### config.mk
export PLATFORM = sky130hd
export DESIGN_NAME = mlfq_ctrl
export DESIGN_NICKNAME = d
export VERILOG_FILES = /design/src/rtl/mlfq_pkg.sv /design/src/rtl/mlfq_ctrl.sv
export SDC_FILE = /design/constraint.sdc
export NUM_CORES = 1
export LEC_CHECK = 0
export BUFFER_PORTS_ARGS = -buffer_cell sky130_fd_sc_hd__buf_2
export CORE_AREA = 2 2 42 44
export DETAILED_ROUTE_END_ITERATION = 7
export DIE_AREA = 0 0 44 46
export PLACE_DENSITY = 0.74
export SYNTH_ARGS = -nofsm -noshare
export SYNTH_HDL_FRONTEND = slang
export SYNTH_SLANG_ARGS = --single-unit
### constraint.sdc
create_clock -name i_clk -period 1.6 [get_ports i_clk]
set_input_delay 0.16 -clock i_clk [delete_from_list [all_inputs] [get_ports i_clk]]
set_output_delay 0.16 -clock i_clk [all_outputs]
set_load 0.03 [all_outputs]
### src/rtl/mlfq_pkg.sv
// Shared types, constants and helper functions of the feedback queue scheduler.
`timescale 1ns / 1ps
package mlfq_pkg;

    localparam int TASKS     = 64;
    localparam int IDX_W     = $clog2(TASKS);
    localparam int CNT_W     = IDX_W + 1;
    localparam int LEVELS    = 4;
    localparam int LVL_W     = 2;
    localparam int LCNT_W    = 3;
    localparam int PID_W     = 8;
    localparam int TIME_W    = 32;
    localparam int LEN_W     = 16;
    localparam int BOOST_W   = 16;
    localparam int TAB_W     = 64;
    localparam int RR_W      = PID_W + 1;
    localparam int CFG_IDX_W = 2;
    localparam int CFG_W     = 64;
    localparam int CAUSE_W   = 2;

    typedef enum logic [CFG_IDX_W-1:0] {
        CFG_BOOST = 2'd0,
        CFG_LEVELS = 2'd1,
        CFG_SLICE = 2'd2,
        CFG_ALLOT = 2'd3
    } t_cfg_idx;

    typedef enum logic [CAUSE_W-1:0] {
        CAUSE_DONE   = 2'd0,
        CAUSE_KEPT   = 2'd1,
        CAUSE_DEMOTE = 2'd2,
        CAUSE_BOOST  = 2'd3
    } t_cause;

    typedef enum logic [3:0] {
        ST_IDLE, ST_SCAN, ST_ARRIVE, ST_PICK, ST_READ, ST_LOAD, ST_SCHK,
        ST_SDIV, ST_END, ST_BCHK, ST_BDIV, ST_BOOST, ST_WRITE, ST_SWEEP
    } t_state;

    typedef struct packed {
        logic [PID_W-1:0]  pid;
        logic [TIME_W-1:0] arrival;
        logic [LEN_W-1:0]  need;
        logic [LEN_W-1:0]  done;
        logic [LEN_W-1:0]  service;
    } t_entry;

    localparam int ENT_W = $bits(t_entry);

    typedef struct packed {
        logic accept;
        logic scan_run;
        logic arrive;
        logic pick;
        logic ent_rd;
        logic load;
        logic div_slice;
        logic div_boost;
        logic slice_take;
        logic end_slot;
        logic boost;
        logic write;
        logic sweep;
    } t_cmd;

    typedef struct packed {
        logic is_tick;
        logic scan_done;
        logic run_active;
        logic fin;
        logic slice_nz;
        logic div_busy;
        logic rem_zero;
        logic rec_due;
        logic boost_cand;
        logic boost_flag;
        logic out_free;
        logic sweep_last;
    } t_sts;

    function automatic logic [LVL_W-1:0] top_of(input logic [LCNT_W-1:0] c);
        logic [LVL_W-1:0] t;
        if (c == '0) begin
            t = '0;
        end else if (c > LCNT_W'(LEVELS)) begin
            t = LVL_W'(LEVELS - 1);
        end else begin
            t = LVL_W'(c - LCNT_W'(1));
        end
        return t;
    endfunction

    function automatic logic [LVL_W-1:0] eff_lvl(input logic [LVL_W-1:0] l,
                                                 input logic [LVL_W-1:0] t);
        return (l > t) ? t : l;
    endfunction

endpackage

### src/rtl/mlfq_ctrl.sv
// Sequencer for arrival and tick requests of the feedback queue scheduler.
`timescale 1ns / 1ps
module mlfq_ctrl (
    input  logic              i_clk,
    input  logic              i_rst_n,
    input  logic              i_in_valid,
    input  mlfq_pkg::t_sts    i_sts,
    output mlfq_pkg::t_cmd    o_cmd,
    output logic              o_in_stall
);
    import mlfq_pkg::*;

    t_state r_state, n_state;

    always_ff @(posedge i_clk) begin
        if (!i_rst_n) begin
            r_state <= ST_IDLE;
        end else begin
            r_state <= n_state;
        end
    end

    always_comb begin
        n_state = r_state;
        o_cmd   = '0;
        unique case (r_state)
            ST_IDLE: begin
                if (i_in_valid) begin
                    o_cmd.accept = 1'b1;
                    n_state = ST_SCAN;
                end
            end
            ST_SCAN: begin
                o_cmd.scan_run = 1'b1;
                if (i_sts.scan_done) begin
                    n_state = i_sts.is_tick ? ST_PICK : ST_ARRIVE;
                end
            end
            ST_ARRIVE: begin
                o_cmd.arrive = 1'b1;
                n_state = ST_IDLE;
            end
            ST_PICK: begin
                o_cmd.pick = 1'b1;
                n_state = ST_READ;
            end
            ST_READ: begin
                if (i_sts.run_active) begin
                    o_cmd.ent_rd = 1'b1;
                    n_state = ST_LOAD;
                end else begin
                    n_state = ST_BCHK;
                end
            end
            ST_LOAD: begin
                o_cmd.load = 1'b1;
                n_state = ST_SCHK;
            end
            ST_SCHK: begin
                if (!i_sts.fin && i_sts.slice_nz) begin
                    o_cmd.div_slice = 1'b1;
                    n_state = ST_SDIV;
                end else begin
                    n_state = ST_END;
                end
            end
            ST_SDIV: begin
                if (!i_sts.div_busy) begin
                    o_cmd.slice_take = 1'b1;
                    n_state = ST_END;
                end
            end
            ST_END: begin
                if (!i_sts.rec_due || i_sts.out_free) begin
                    o_cmd.end_slot = 1'b1;
                    n_state = ST_BCHK;
                end
            end
            ST_BCHK: begin
                if (i_sts.boost_cand) begin
                    o_cmd.div_boost = 1'b1;
                    n_state = ST_BDIV;
                end else begin
                    n_state = ST_WRITE;
                end
            end
            ST_BDIV: begin
                if (!i_sts.div_busy) begin
                    n_state = i_sts.rem_zero ? ST_BOOST : ST_WRITE;
                end
            end
            ST_BOOST: begin
                if (!i_sts.run_active || i_sts.out_free) begin
                    o_cmd.boost = 1'b1;
                    n_state = ST_WRITE;
                end
            end
            ST_WRITE: begin
                o_cmd.write = 1'b1;
                n_state = i_sts.boost_flag ? ST_SWEEP : ST_IDLE;
            end
            ST_SWEEP: begin
                o_cmd.sweep = 1'b1;
                if (i_sts.sweep_last) begin
                    n_state = ST_IDLE;
                end
            end
            default: begin
                n_state = ST_IDLE;
            end
        endcase
    end

    assign o_in_stall = (r_state != ST_IDLE);
endmodule

# Word-level counts from Yosys, hierarchy flattened
# Cells that the tools add are included.
dict set report classes {
  n_div 0
  n_shift 0
  n_mul 0
  bitwise 0
  add_sub_neg 0
  n_eq_ne 20
  muxes 34
  order_cmp 0
  reduce_logical 9
}
# op n
set ops {}
lappend ops {{one-hot mux 4 bit (13 select lines)} 1}
lappend ops {{two-way mux 4 bit} 10}
lappend ops {{equality test 4 bit (second input constant)} 6}
lappend ops {{two-way mux 1 bit} 21}
lappend ops {{equality test 4 x 3 -> 1 bit (second input constant)} 4}
lappend ops {{!= test 2 bit (second input constant)} 7}
lappend ops {{equality test 4 x 2 -> 1 bit (second input constant)} 2}
lappend ops {{AND reduction 7 bit} 1}
lappend ops {{two-way mux 3 bit} 2}
lappend ops {{equality test 4 x 1 -> 1 bit (second input constant)} 1}
lappend ops {{zero test 4 bit} 1}
lappend ops {{nonzero test 4 bit} 1}
lappend ops {{zero test 1 bit} 3}
lappend ops {{logical OR 1 bit} 2}
lappend ops {{logical AND 1 bit} 1}
dict set report totals {
  output_inout_bits 14
  wordCells 64
  ram_bits 0
  n_memories 0
  latch_bits 0
  input_bits 15
  ff_bits 4
  mem_bits_ro 0
}

# Longest topological paths before layout
dict set report logic_depth {
  word_depth 4
  depth_mapped 6
  mapped_depth_nobuf 5
}

# Worst setup path after synthesis
# OpenSTA, ideal clock, no wires.
dict set report synth_timing {
  kind {reg-to-output}
  from {register r_state[3]}
  to {output port o_cmd[3] (netlist bit)}
  arrival_ns 1.747
  n_path_buf 1
  setup_slack_ns -0.307
  path_stages_with_launch 4
  t_required_ns 1.440
  cell_sequence {dfxtp_1 buf_2 or2b_2 nor4_1}
}
# element line_no
set synth_lines {}
lappend synth_lines {{start, declared} mlfq_ctrl.sv:13} ;# t_state r_state, n_state;
lappend synth_lines {{start signal, assigned} mlfq_ctrl.sv:19} ;# r_state <= n_state;
lappend synth_lines {{end, declared} mlfq_ctrl.sv:8} ;# output mlfq_pkg::t_cmd o_cmd,

# Final worst setup path
dict set report layout_timing {
  from {register r_state[3]}
  to {register r_state[3]}
}
dict set report layout_via {
  elab_chain_cells 3
  elab_cells_between_ends 22
  classes_between {eq/ne: 19; mux: 1; reduce/logical: 2}
}
# element line_no
set layout_lines {}
lappend layout_lines {{equality test 4 bit, or another cell as far along} mlfq_ctrl.sv:26} ;# unique case (r_state)
lappend layout_lines {{!= test 2 bit (no source line)} --}
lappend layout_lines {{AND reduction 7 bit (no source line)} --}
# Parallel ways exist; a longest one is shown, timed or not.
# A chain may end at the register's enable or synchronous reset.

==> flow_summary.ini <==
[sta]
setup_viol = 3
rsz0062_at_grt = yes
tns_ns = -0.0384
clock.fmax_mhz = 614
drv_slew = 0
fin_skew_ns = 0.00538
relSlewSlack_pct = 67.5
setup_ws_ns = -0.0298
hold_viol_final = 0
period_needed_ns = 1.63
worst_slew_pin_slew_ns = 0.483
fin_crit_sh_pct = 102

[critical_path]
cp_slowest_cell = nor4_4
endpoint = r_state[3]
path_cells = buf_4 -> nand2_2 -> o32ai_4 -> nor4_4 -> a31oi_1 -> a31o_1
worst-path-buf-inv = 1
rr_worst_depth = 6
r2r_end = r_state[3]
startpoint_type = flop
r2r-start = r_state[3]
reg2reg_slack_ns = -0.03
crit_fanout = 8
setup.worst_path.end_class = flop
worst_ep_arrival_time_ns = 1.74
cp.depth = 6
startpoint = r_state[3]
critical_path_required_ns = 1.71
slowest_delay_ns = 0.49
critical-path-top-delay-family = simple AND/OR/NAND/NOR gates
critical_path_class = flop to flop

[placed_design]
placed_area_um2 = 857
post-dp-hpwl_um = 1420
gp_congestion = 0.907
port_buffers = 28

[grt]
grt_pass1_vias = 759
grt_start_max_net_pins = 13
grt_overflow = 0
grt_pass1_wl_um = 3250
grt.total_usage_pct = 22.0
antenna_found_initial = 0

[clock_tree]
clk-insertion-delay-late_ns = 0.23
clkTransAtPathRegs_ns = 0.04
tritoncts = done
cts_buffers = 3
cts_max_level = 1
clockBufferDepth = 2
clock-sinks = 4
clock-root-buffer = clkbuf_4
ctsHoldBuffers = 0

[floorplanning]
die-area_um2 = 2020
initial_utilization_pct = 36.1
num_io_pins = 29
die_y_um = 46
core_um2 = 1610
die_w_um = 44
rows = 15

[logic_synthesis]
synth_area_leaders = dfxtp_1 14%, nor3_1 6.0%, nand2b_1 5.4%
async_flop_share_pct = 0
netlist_area_um2 = 583
synth_edf_count = 0
yosysSeqAreaShare_pct = 13.7
synth_ff_type = dfxtp_1
yosysTopAreaCell = dfxtp_1
synthDistinctLibCells = 34
ys_ff_latch = 4
synth_top_cell_area_share_pct = 13.7
synth_cells = 81
synth_area_per_cell_um2 = 7.20
syn_nets = 96
yosys_warnings = 0

[final_layout]
largest_reg_flops = 4
area.sequential_um2 = 92.6
n_fill_cell = 140
num-nets-final = 141
multi_input_area_um2 = 515
final_cell_mix = 21 x buf_4, 20 x buf_2, 7 x nor2_1
diodes = 0
regMostFlops = r_state
finalInstanceArea_um2 = 998
final_common_cell = buf_4
drive_above_1_share_pct = 61.3
reg_top3 = r_state (4)
area_growth_pct = 71.2

[detailed_routing]
drt_wl_total_um = 2040
vias = 798
ant_nets = 0
drtPass1Iterations = 4
wl_per_cell_um = 14.5
drtIter0Drc = 14
vias_per_cell = 5.66
drc_errors = 0

[pwr]
p_leak_uw = 0.000437
vdd_ir_drop_max_uv = 798
powerDensity_nw_per_um2 = 1450

[hold_path]
min_path_type = input pin to flop
hp-start = i_rst_n

[job]
max_cap_violations = 0

[outcome]
status = finished, violations left
violations = negative setup slack
[cell families (layout without fill, tap and decap cells)]
kind of cell | count (synthesis) | after routing | share of synthesized area, %
muxes | 1 | 1 | 1.72
AOI/OAI and AO/OA | 20 | 20 | 28.1
buffers and inverters | 12 | 55 | 9.44
and+or+nand+nor | 44 | 44 | 47.0
DFF | 4 | 4 | 13.7
[synth_stat cells, drive strengths merged, types with 3 or more instances]
master / n
a21oi: 5
buf: 3
clkbuf: 4
dfxtp: 4
inv: 5
nand2: 7
nand2b: 5
nand3b: 4
nor2: 8
nor3: 7
o21ai: 4
[how the worst min path moves through the flow]
stage               slack, ns         end  depth (start not counted)
global route             0.27  r_state[2]                          3
floorplan                0.35  r_state[2]                          2
detailed placement       0.49  r_state[2]                          3
CTS                      0.25  r_state[2]                          3
global placement         0.49  r_state[0]                          3
finish                   0.26  r_state[2]                          3
[layout make-up]
class                   count  share of cell area (%)
multi-input cells          65                    51.6
repair buffers             47                    32.6
flip-flops and latches      4                    9.27
clock buffers               3                    2.26
inverters                   5                    2.13
well taps                  17                    2.13
[stage by stage]
stage	hold WS, ns	worst slack, ns	total power [uW]	util [%]	cells
4_1_cts	0.245	-0.00372	1390	59.6	141
5_1_grt	0.267	-0.129	1550	61.9	141
3_5_place_dp	0.490	-0.0741	1140	53.1	134
3_3_place_gp	0.485	-0.0245	1130	53.1	134
2_1_floorplan	0.347	-0.110	848	-	81
6_report	0.260	-0.0298	1450	61.9	141
[worst register-to-register path: stages, from the launching register on]
cell	delay, ns
dfxtp_4	0.34
buf_4	0.15
nand2_2	0.09
o32ai_4	0.09
nor4_4	0.49
a31oi_1	0.14
a31o_1	0.21
[per-layer routing]
layer,track usage [%],up-vias,share of wire (%)
met5,0,-,0
met4,13.9,0,3.3
met3,1.19,8,6.4
met2,40.3,42,51
met1,24.5,366,39
li1,-,382,-
[power by group]
part	internal [uW]	switching, uW	leakage [uW]
registers	144	40.3	0.0000353
logic	505	635	0.000388
clock network	83.6	37.3	0.0000138
[timing repair]
item                                    in CTS  in global routing
buffers inserted                             5                  0
gates resized for setup                     21                 10
endpoints found under the setup margin      12                  9
pin swaps                                    2                 10
Power figures use the tool's default switching activity.
